### config.mk
export PLATFORM = sky130hd
export DESIGN_NAME = raid5_stripe_mapper_health
export DESIGN_NICKNAME = d
export VERILOG_FILES = /design/src/hdl/r5sm_pkg.sv /design/src/hdl/r5sm_div.sv /design/src/hdl/raid5_stripe_mapper_health.sv
export SDC_FILE = /design/constraint.sdc
export NUM_CORES = 1
export LEC_CHECK = 0
export BUFFER_PORTS_ARGS = -buffer_cell sky130_fd_sc_hd__buf_2
export CAP_MARGIN = 40
export CORE_MARGIN = 2
export CORE_UTILIZATION = 50
export DETAILED_ROUTE_END_ITERATION = 12
export PLACE_DENSITY = 0.76
export SLEW_MARGIN = 5
export SYNTH_ARGS = -nofsm -noshare
export SYNTH_HDL_FRONTEND = slang
export SYNTH_SLANG_ARGS = --single-unit
export TNS_END_PERCENT = 10
### constraint.sdc
create_clock -name clk -period 4.65 [get_ports clk]
set_input_delay 0.93 -clock clk [delete_from_list [all_inputs] [get_ports clk]]
set_output_delay 0.93 -clock clk [all_outputs]
set_load 0.01 [all_outputs]
### src/hdl/r5sm_pkg.sv
`timescale 1ns / 1ps
// ----------------------------------------------------------------------------
// r5sm_pkg
// Shared types and constants for the RAID-5 stripe mapper.
// ----------------------------------------------------------------------------
package r5sm_pkg;

    localparam int LSEC_W  = 25;
    localparam int ROW_W   = 21;
    localparam int DISK_W  = 4;
    localparam int DCNT_W  = 5;
    localparam int SECS_W  = 22;
    localparam int STEP_W  = 5;

    localparam logic [STEP_W-1:0] DIV_STEPS = STEP_W'(LSEC_W);
    localparam logic [DCNT_W-1:0] NO_DISK   = 5'd16;
    localparam logic [ROW_W-1:0]  META_ROWS = 21'd1;

    typedef enum logic [1:0] {
        HEALTH_OK       = 2'd0,
        HEALTH_DEGRADED = 2'd1,
        HEALTH_FAILED   = 2'd2
    } health_t;

    typedef enum logic [1:0] {
        OP_MAP     = 2'd0,
        OP_ERROR   = 2'd1,
        OP_REBUILD = 2'd2
    } op_t;

    typedef enum logic [2:0] {
        S_IDLE,
        S_CAP,
        S_CHECK,
        S_DIV1,
        S_DIV2,
        S_FIN
    } state_t;

    typedef struct packed {
        logic busy;
        logic done;
    } div_stat_t;

endpackage

### src/hdl/r5sm_div.sv
`timescale 1ns / 1ps
// ----------------------------------------------------------------------------
// r5sm_div
// Bit-serial restoring divider, one quotient bit per cycle. Also tracks the
// quotient modulo a second small value (the modulus input) as the quotient bits come out.
// ----------------------------------------------------------------------------
module r5sm_div (
    input  logic                              clk,
    input  logic                              rst_n,
    input  logic                              start,
    input  logic [r5sm_pkg::LSEC_W-1:0]       dividend,
    input  logic [r5sm_pkg::DISK_W-1:0]       divisor,
    input  logic [r5sm_pkg::DCNT_W-1:0]       modulus,
    output r5sm_pkg::div_stat_t               stat,
    output logic [r5sm_pkg::ROW_W-1:0]        quotient,
    output logic [r5sm_pkg::DISK_W-1:0]       remainder,
    output logic [r5sm_pkg::DISK_W-1:0]       quot_mod
);
    import r5sm_pkg::*;

    logic [LSEC_W-1:0] num_reg, num_next;
    logic [DISK_W-1:0] rem_reg, rem_next;
    logic [DISK_W-1:0] qm_reg, qm_next;
    logic [STEP_W-1:0] cnt_reg, cnt_next;
    logic              busy_reg, busy_next;
    logic              done_reg, done_next;

    logic [DISK_W:0]   trial;
    logic [DISK_W:0]   qtrial;
    logic              qbit;

    always_comb
    begin
        trial  = {rem_reg, num_reg[LSEC_W-1]};
        qbit   = (trial >= {1'b0, divisor});
        qtrial = {qm_reg, qbit};

        num_next  = num_reg;
        rem_next  = rem_reg;
        qm_next   = qm_reg;
        cnt_next  = cnt_reg;
        busy_next = busy_reg;
        done_next = 1'b0;

        if (start)
        begin
            num_next  = dividend;
            rem_next  = '0;
            qm_next   = '0;
            cnt_next  = DIV_STEPS;
            busy_next = 1'b1;
        end
        else if (busy_reg)
        begin
            num_next = {num_reg[LSEC_W-2:0], qbit};
            rem_next = qbit ? DISK_W'(trial - {1'b0, divisor}) : trial[DISK_W-1:0];
            qm_next  = (qtrial >= modulus) ? DISK_W'(qtrial - modulus)
                                           : qtrial[DISK_W-1:0];
            cnt_next = cnt_reg - 1'b1;
            if (cnt_reg == STEP_W'(1))
            begin
                busy_next = 1'b0;
                done_next = 1'b1;
            end
        end
    end

    always_ff @(posedge clk or negedge rst_n)
    begin
        if (!rst_n)
        begin
            cnt_reg  <= '0;
            busy_reg <= 1'b0;
            done_reg <= 1'b0;
        end
        else
        begin
            cnt_reg  <= cnt_next;
            busy_reg <= busy_next;
            done_reg <= done_next;
        end
    end

    always_ff @(posedge clk)
    begin
        num_reg <= num_next;
        rem_reg <= rem_next;
        qm_reg  <= qm_next;
    end

    assign stat.busy = busy_reg;
    assign stat.done = done_reg;
    assign quotient  = num_reg[ROW_W-1:0];
    assign remainder = rem_reg;
    assign quot_mod  = qm_reg;

endmodule

### src/hdl/raid5_stripe_mapper_health.sv
`timescale 1ns / 1ps
// ----------------------------------------------------------------------------
// raid5_stripe_mapper_health
// RAID-5 request mapper with rotating parity and array health tracking.
//
// Input channel (in_valid / in_stall) carries one item: map request, disk
// error report or rebuild complete. Output channel (out_valid / out_stall)
// returns exactly one result per item with the health after the item.
// Config channel (cfg_valid / cfg_ready) writes disk_count (index 0) and
// sectors_per_disk (index 1); always ready, write only while idle.
// Flow: an accepted map request runs the capacity check, then two 25-step
// passes of the shared bit-serial divider, one quotient bit per cycle; a
// refused request ends after the capacity check; error and rebuild items go straight to the result.
// One item is in work at a time; in_stall is high until the result is
// handed to the output register. The output register holds a result while
// out_stall is high, and the next item can be accepted meanwhile.
// Reset: health ok, no recorded disk, registers at 4 disks and 8192 sectors.
// ----------------------------------------------------------------------------
module raid5_stripe_mapper_health #(
    parameter int MAX_DISKS   = 16,
    parameter int MAX_SECTORS = 2097152
) (
    input  logic                            clk,
    input  logic                            rst_n,
    input  logic                            in_valid,
    output logic                            in_stall,
    input  logic [1:0]                      operation,
    input  logic [r5sm_pkg::LSEC_W-1:0]     logical_sector,
    input  logic [r5sm_pkg::LSEC_W-1:0]     sector_count,
    input  logic [r5sm_pkg::DISK_W-1:0]     error_disk,
    output logic                            out_valid,
    input  logic                            out_stall,
    output logic                            accepted,
    output logic [r5sm_pkg::ROW_W-1:0]      start_row,
    output logic [r5sm_pkg::DISK_W-1:0]     start_disk,
    output logic [r5sm_pkg::ROW_W-1:0]      end_row,
    output logic [r5sm_pkg::DISK_W-1:0]     end_disk,
    output logic [r5sm_pkg::ROW_W-1:0]      row_count,
    output logic [1:0]                      array_status,
    output logic [r5sm_pkg::DCNT_W-1:0]     failed_disk,
    input  logic                            cfg_valid,
    output logic                            cfg_ready,
    input  logic                            cfg_index,
    input  logic [r5sm_pkg::SECS_W-1:0]     cfg_data
);
    import r5sm_pkg::*;

    localparam logic [DCNT_W-1:0] DISKS_MAX = DCNT_W'(MAX_DISKS);
    localparam logic [SECS_W-1:0] SECS_MAX  = SECS_W'(MAX_SECTORS);

    state_t             state_reg, state_next;
    health_t            health_reg;
    logic [DCNT_W-1:0]  bad_disk_reg;
    logic [DCNT_W-1:0]  disk_count_reg;
    logic [SECS_W-1:0]  sectors_reg;

    logic [DCNT_W-1:0]  disks_reg;
    logic [DISK_W-1:0]  dd_reg;
    logic [ROW_W-1:0]   secm1_reg;
    logic [LSEC_W-1:0]  lsec_reg;
    logic [LSEC_W-1:0]  cnt_reg;
    logic [LSEC_W-1:0]  cap_reg;
    logic [LSEC_W:0]    sum_reg;

    logic               res_acc_reg;
    logic [ROW_W-1:0]   res_srow_reg, res_erow_reg, res_rows_reg;
    logic [DISK_W-1:0]  res_sdisk_reg, res_edisk_reg;

    logic               out_valid_reg;
    logic               out_acc_reg;
    logic [ROW_W-1:0]   out_srow_reg, out_erow_reg, out_rows_reg;
    logic [DISK_W-1:0]  out_sdisk_reg, out_edisk_reg;
    health_t            out_status_reg;
    logic [DCNT_W-1:0]  out_bad_reg;

    logic [DCNT_W-1:0]  eff_disks;
    logic [SECS_W-1:0]  eff_secs;
    logic               in_xfer;
    logic               out_free;
    logic               out_load;
    logic               req_ok;
    logic               div_start;
    logic [LSEC_W-1:0]  div_dividend;
    div_stat_t          div_stat;
    logic [ROW_W-1:0]   div_quot;
    logic [DISK_W-1:0]  div_rem;
    logic [DISK_W-1:0]  div_qmod;

    logic [ROW_W-1:0]   place_row;
    logic [DCNT_W-1:0]  rot_sum;
    logic [DISK_W-1:0]  rot;
    logic [DISK_W-1:0]  place_disk;

    always_comb
    begin
        eff_disks = disk_count_reg;
        if (eff_disks < DCNT_W'(2))
            eff_disks = DCNT_W'(2);
        if (eff_disks > DISKS_MAX)
            eff_disks = DISKS_MAX;
        eff_secs = sectors_reg;
        if (eff_secs < SECS_W'(2))
            eff_secs = SECS_W'(2);
        if (eff_secs > SECS_MAX)
            eff_secs = SECS_MAX;
    end

    assign in_xfer  = in_valid && !in_stall;
    assign out_free = !out_valid_reg || !out_stall;
    assign req_ok   = (health_reg != HEALTH_FAILED) && (cnt_reg != '0)
                      && (sum_reg <= {1'b0, cap_reg});
    assign cfg_ready = 1'b1;

    // placement of a divided sector: row, parity rotation, data disk
    always_comb
    begin
        place_row  = div_quot + META_ROWS;
        rot_sum    = {1'b0, div_qmod} + DCNT_W'(1);
        rot        = (rot_sum == disks_reg) ? '0 : rot_sum[DISK_W-1:0];
        place_disk = (div_rem >= rot) ? div_rem + DISK_W'(1) : div_rem;
    end

    always_comb
    begin
        state_next = state_reg;
        case (state_reg)
            S_IDLE:
            begin
                if (in_xfer)
                    state_next = (operation == OP_MAP) ? S_CAP : S_FIN;
            end
            S_CAP:
                state_next = S_CHECK;
            S_CHECK:
                state_next = req_ok ? S_DIV1 : S_FIN;
            S_DIV1:
            begin
                if (div_stat.done)
                    state_next = S_DIV2;
            end
            S_DIV2:
            begin
                if (div_stat.done)
                    state_next = S_FIN;
            end
            S_FIN:
            begin
                if (out_free)
                    state_next = S_IDLE;
            end
            default:
                state_next = S_IDLE;
        endcase
    end

    always_comb
    begin
        in_stall     = (state_reg != S_IDLE);
        div_start    = ((state_reg == S_CHECK) && req_ok)
                       || ((state_reg == S_DIV1) && div_stat.done);
        div_dividend = (state_reg == S_CHECK) ? lsec_reg
                                              : LSEC_W'(sum_reg - 1'b1);
        out_load     = (state_reg == S_FIN) && out_free;
    end

    r5sm_div u_div (
        .clk       (clk),
        .rst_n     (rst_n),
        .start     (div_start),
        .dividend  (div_dividend),
        .divisor   (dd_reg),
        .modulus   (disks_reg),
        .stat      (div_stat),
        .quotient  (div_quot),
        .remainder (div_rem),
        .quot_mod  (div_qmod)
    );

    always_ff @(posedge clk or negedge rst_n)
    begin
        if (!rst_n)
        begin
            state_reg      <= S_IDLE;
            health_reg     <= HEALTH_OK;
            bad_disk_reg   <= NO_DISK;
            disk_count_reg <= 5'd4;
            sectors_reg    <= 22'd8192;
            out_valid_reg  <= 1'b0;
        end
        else
        begin
            state_reg <= state_next;
            if (cfg_valid && cfg_ready)
            begin
                if (cfg_index)
                    sectors_reg <= cfg_data;
                else
                    disk_count_reg <= cfg_data[DCNT_W-1:0];
            end
            if (in_xfer)
            begin
                case (operation)
                    OP_ERROR:
                    begin
                        if ({1'b0, error_disk} < eff_disks)
                        begin
                            if (health_reg == HEALTH_OK)
                            begin
                                health_reg   <= HEALTH_DEGRADED;
                                bad_disk_reg <= {1'b0, error_disk};
                            end
                            else if (health_reg == HEALTH_DEGRADED
                                     && bad_disk_reg != {1'b0, error_disk})
                                health_reg <= HEALTH_FAILED;
                        end
                    end
                    OP_REBUILD:
                    begin
                        if (health_reg == HEALTH_DEGRADED)
                        begin
                            health_reg   <= HEALTH_OK;
                            bad_disk_reg <= NO_DISK;
                        end
                    end
                    default:
                    begin
                    end
                endcase
            end
            if (out_load)
                out_valid_reg <= 1'b1;
            else if (!out_stall)
                out_valid_reg <= 1'b0;
        end
    end

    always_ff @(posedge clk)
    begin
        if (in_xfer)
        begin
            lsec_reg      <= logical_sector;
            cnt_reg       <= sector_count;
            disks_reg     <= eff_disks;
            dd_reg        <= DISK_W'(eff_disks - 1'b1);
            secm1_reg     <= ROW_W'(eff_secs - 1'b1);
            res_acc_reg   <= 1'b0;
            res_srow_reg  <= '0;
            res_sdisk_reg <= '0;
            res_erow_reg  <= '0;
            res_edisk_reg <= '0;
            res_rows_reg  <= '0;
        end
        if (state_reg == S_CAP)
        begin
            cap_reg <= LSEC_W'(dd_reg) * LSEC_W'(secm1_reg);
            sum_reg <= {1'b0, lsec_reg} + {1'b0, cnt_reg};
        end
        if ((state_reg == S_DIV1) && div_stat.done)
        begin
            res_srow_reg  <= place_row;
            res_sdisk_reg <= place_disk;
        end
        if ((state_reg == S_DIV2) && div_stat.done)
        begin
            res_acc_reg   <= 1'b1;
            res_erow_reg  <= place_row;
            res_edisk_reg <= place_disk;
            res_rows_reg  <= place_row - res_srow_reg + ROW_W'(1);
        end
        if (out_load)
        begin
            out_acc_reg    <= res_acc_reg;
            out_srow_reg   <= res_srow_reg;
            out_sdisk_reg  <= res_sdisk_reg;
            out_erow_reg   <= res_erow_reg;
            out_edisk_reg  <= res_edisk_reg;
            out_rows_reg   <= res_rows_reg;
            out_status_reg <= health_reg;
            out_bad_reg    <= bad_disk_reg;
        end
    end

    assign out_valid    = out_valid_reg;
    assign accepted     = out_acc_reg;
    assign start_row    = out_srow_reg;
    assign start_disk   = out_sdisk_reg;
    assign end_row      = out_erow_reg;
    assign end_disk     = out_edisk_reg;
    assign row_count    = out_rows_reg;
    assign array_status = out_status_reg;
    assign failed_disk  = out_bad_reg;

endmodule

==> impl_metrics.json <==
{
  "run_status": "completed",
  "hold_viol_final": 0,
  "finalSetupViolCount": 0,
  "yosysUniqueCellTypes": 76,
  "rrSetupSlack_ps": 290,
  "dr_total_vias": 13600,
  "vdd_drop_max_uv": 256,
  "clockRootBuffer": "clkbuf_16",
  "worstMarginPinSlew_ps": 860,
  "cts_made_buffers": 40,
  "fin_setup_tns_ps": 0,
  "syn_avg_cell_area_um2": 11.5,
  "max_freq_ghz": 0.230,
  "syn-cell-area_um2": 19900,
  "drt-vias-per-instance": 5.47,
  "synth_fa_ha_area_frac": 0.131,
  "p_leak_nw": 9.43,
  "synth_top_family_by_area": "simple AND/OR/NAND/NOR gates",
  "wl_um": 42000,
  "r2r_start": "dd_reg[2]$_DFFE_PP_",
  "synth_xor_area_frac": 0.0502,
  "finalPower_mw": 12.7,
  "syn_inst": 1734,
  "critPathCaptureType": "register",
  "synth-compound-area-share": 0.0991,
  "drive_above_1_share": 0.167,
  "yosysWarnings": 0,
  "worstPathArrival_ps": 4650,
  "finClkSkew_ps": 21.3,
  "antenna_found_initial": 0,
  "cts_tree": "yes",
  "reg2regPathDepth": 13,
  "die_w_um": 204,
  "drt_iter0_drc": 727,
  "hpwl_um": 31500,
  "gp_congestion": 0.936,
  "post-route-drc-count": 0,
  "dieArea_um2": 41400,
  "design.core.area_um2": 39500,
  "fin_crit_ps": 4360,
  "clockBufferDepth": 3,
  "synth_ff_type": "edfxtp_1",
  "ctsHoldBuffers": 0,
  "r2r_end": "cap_reg[22]$_DFFE_PP_",
  "antenna_cells": 0,
  "cap_violations": 0,
  "start_util": 0.503,
  "syn2layout_area_growth_pct": 14.9,
  "cellPowerDensity_nw_per_um2": 557,
  "async_flop_share": 0.125,
  "gr-usage-all-layers": 0.208,
  "rsz0062_at_grt": "no",
  "grt-ovfl-total": 0,
  "synthSimpleGateAreaFrac": 0.136,
  "worstSetupStartpointType": "register",
  "period_share": 0.937,
  "largest_register_ffs": 26,
  "synthMuxAreaShare": 0.0188,
  "critPathRequiredTime_ps": 4950,
  "io_pins": 166,
  "nFillCells": 3161,
  "ys_seq_area_frac": 0.527,
  "ys_seq_elements": 360,
  "fin_nets": 2200,
  "critPathMaxFanout": 18,
  "clkTransAtPathRegs_ps": 60,
  "clock_sinks": 360,
  "grt_pass1_vias": 13700,
  "fp-row-count": 73,
  "relSlewSlack": 0.425,
  "worstSkewPairLatency_ps": 560,
  "synth_fp_nets": 2002,
  "min_path_type": "in2async",
  "routedWlPerCell_um": 16.9,
  "slew_violations": 0,
  "die_h_um": 204,
  "dr.pass1.iters": 5,
  "synth_edf_count": 306,
  "grt_pass1_wl_um": 68500,
  "ant_nets": 0,
  "htree_num_levels": 2,
  "io_buffers": 164,
  "path_class": "reg2reg",
  "grt_max_degree": 73
}
## report_power, final
group	switching, mW	leakage [nW]	total [mW]	internal, mW
clock network	1.29	0.654	3.20	1.90
logic	2.59	5.40	4.46	1.86
registers	0.464	3.38	5.10	4.63
## worst max-delay path by stage
| stage | from | to | slack [ps] |
|---|---|---|---|
| 2_1_floorplan | dd_reg[3]$_DFFE_PP_ | cap_reg[22]$_DFFE_PP_ | 670 |
| 3_3_place_gp | dd_reg[2]$_DFFE_PP_ | cap_reg[22]$_DFFE_PP_ | 420 |
| 3_5_place_dp | dd_reg[2]$_DFFE_PP_ | cap_reg[22]$_DFFE_PP_ | 330 |
| 4_1_cts | dd_reg[2]$_DFFE_PP_ | cap_reg[22]$_DFFE_PP_ | 300 |
| 5_1_grt | dd_reg[2]$_DFFE_PP_ | cap_reg[22]$_DFFE_PP_ | 7 |
| 6_report | dd_reg[2]$_DFFE_PP_ | cap_reg[22]$_DFFE_PP_ | 290 |
## worst max-delay path, stage by stage, from the launching register on
cell,delay [ps]
edfxtp_1,700
nand2_1,150
fa_1,500
fa_1,540
inv_1,70
fa_1,470
a211oi_1,240
nor2_1,110
o221a_2,280
a21o_1,220
a2111oi_0,430
o31ai_1,110
a21oi_1,200
xnor2_1,80
## final cells by class
class                           count  area, um2  area share
Inverter                          154        579      0.0253
Clock inverter                     22        230      0.0101
Sequential cell                   360      10500       0.459
Clock buffer                       52       1100      0.0480
Multi-Input combinational cell   1184       8700       0.381
Timing Repair Buffer              192       1100      0.0480
Tap cell                          525        657      0.0287
## per-layer routing
layer | part of all wire | up-vias | GRT usage | routed length [um]
met1 | 0.41 | 6516 | 0.254 | 17000
met5 | 0 | - | 0 | 0
li1 | - | 6600 | - | -
met4 | 0.046 | 0 | 0.102 | 1930
met3 | 0.053 | 108 | 0.0304 | 2240
met2 | 0.50 | 403 | 0.360 | 20800
## synthesized netlist by cell type (14+ instances only)
| library cell | count | area share |
|---|---|---|
| o221a_2 | 21 | 0.012 |
| nor2b_1 | 22 | 0.0069 |
| dfrtp_1 | 42 | 0.053 |
| nand2b_1 | 30 | 0.0094 |
| a21o_1 | 32 | 0.012 |
| and3_1 | 18 | 0.0057 |
| edfxtp_1 | 306 | 0.46 |
| nor2_1 | 161 | 0.030 |
| nor3_1 | 28 | 0.0070 |
| and2_1 | 35 | 0.011 |
| xor2_1 | 45 | 0.020 |
| fa_1 | 42 | 0.042 |
| o21ai_0 | 55 | 0.014 |
| nor4_1 | 14 | 0.0044 |
| nand3_1 | 50 | 0.013 |
| mux2_2 | 27 | 0.015 |
| inv_1 | 153 | 0.029 |
| a21oi_1 | 78 | 0.020 |
| clkbuf_1 | 27 | 0.0051 |
| a211oi_1 | 15 | 0.0057 |
| ha_1 | 142 | 0.089 |
| xnor2_1 | 69 | 0.030 |
| nand2_1 | 150 | 0.028 |
## repair_timing
action | 4_1_cts | 5_1_grt
setup endpoints to repair | 0 | 1
gates resized for setup | 0 | 0
setup buffers | 0 | 8
## layout by cell type, fill, tap and decap left out, types with 6 or more instances in the layout
cell type	Yosys	routed
and3_1	18	18
inv_1	153	152
clkbuf_16	0	42
or3_1	13	13
clkbuf_1	27	9
a211oi_1	15	15
xor2_1	45	45
nand3_1	50	50
a21oi_1	78	77
nor3_1	28	28
mux2i_1	7	7
nor2_1	161	160
nor2b_1	22	22
and2_1	35	35
dfrtp_1	42	42
buf_4	2	22
or2_2	7	7
o221ai_1	6	6
nand2b_1	30	30
ha_1	142	142
clkinv_2	0	11
mux2_2	27	27
edfxtp_1	306	306
o31ai_1	8	8
o21ai_0	55	55
nand2_1	150	149
a21o_1	32	32
dfxtp_1	9	9
fa_1	42	42
xnor2_1	69	69
o21a_1	13	13
nand4_1	9	9
nor3b_1	6	6
nor4_1	14	14
o221a_2	21	21
buf_2	5	164
## cells by family (layout without fill, tap and decap cells)
kind of cell,count (synthesis),count (layout)
adder cells (fa/ha/maj),184,184
flip-flops,360,360
XOR/XNOR,114,114
multiplexers,34,34
other,1,1
buffers and inverters,190,420
AND/OR/NAND/NOR,563,563
AO/OA/AOI/OAI,288,288
## metrics by stage
| stage | worst slack [ps] | instances | utilization | hold WS (ps) | area (um2) |
|---|---|---|---|---|---|
| after floorplan | 668 | 1734 | - | 400 | 19900 |
| after global placement | 424 | 2402 | 0.541 | 404 | 21400 |
| after detailed placement | 326 | 2407 | 0.543 | 405 | 21500 |
| after CTS | 302 | 2481 | 0.577 | 334 | 22800 |
| after global routing | 6.80 | 2489 | 0.578 | 358 | 22900 |
| final | 295 | 2489 | 0.578 | 347 | 22900 |
Note: power is estimated with default switching activity, not from simulation.
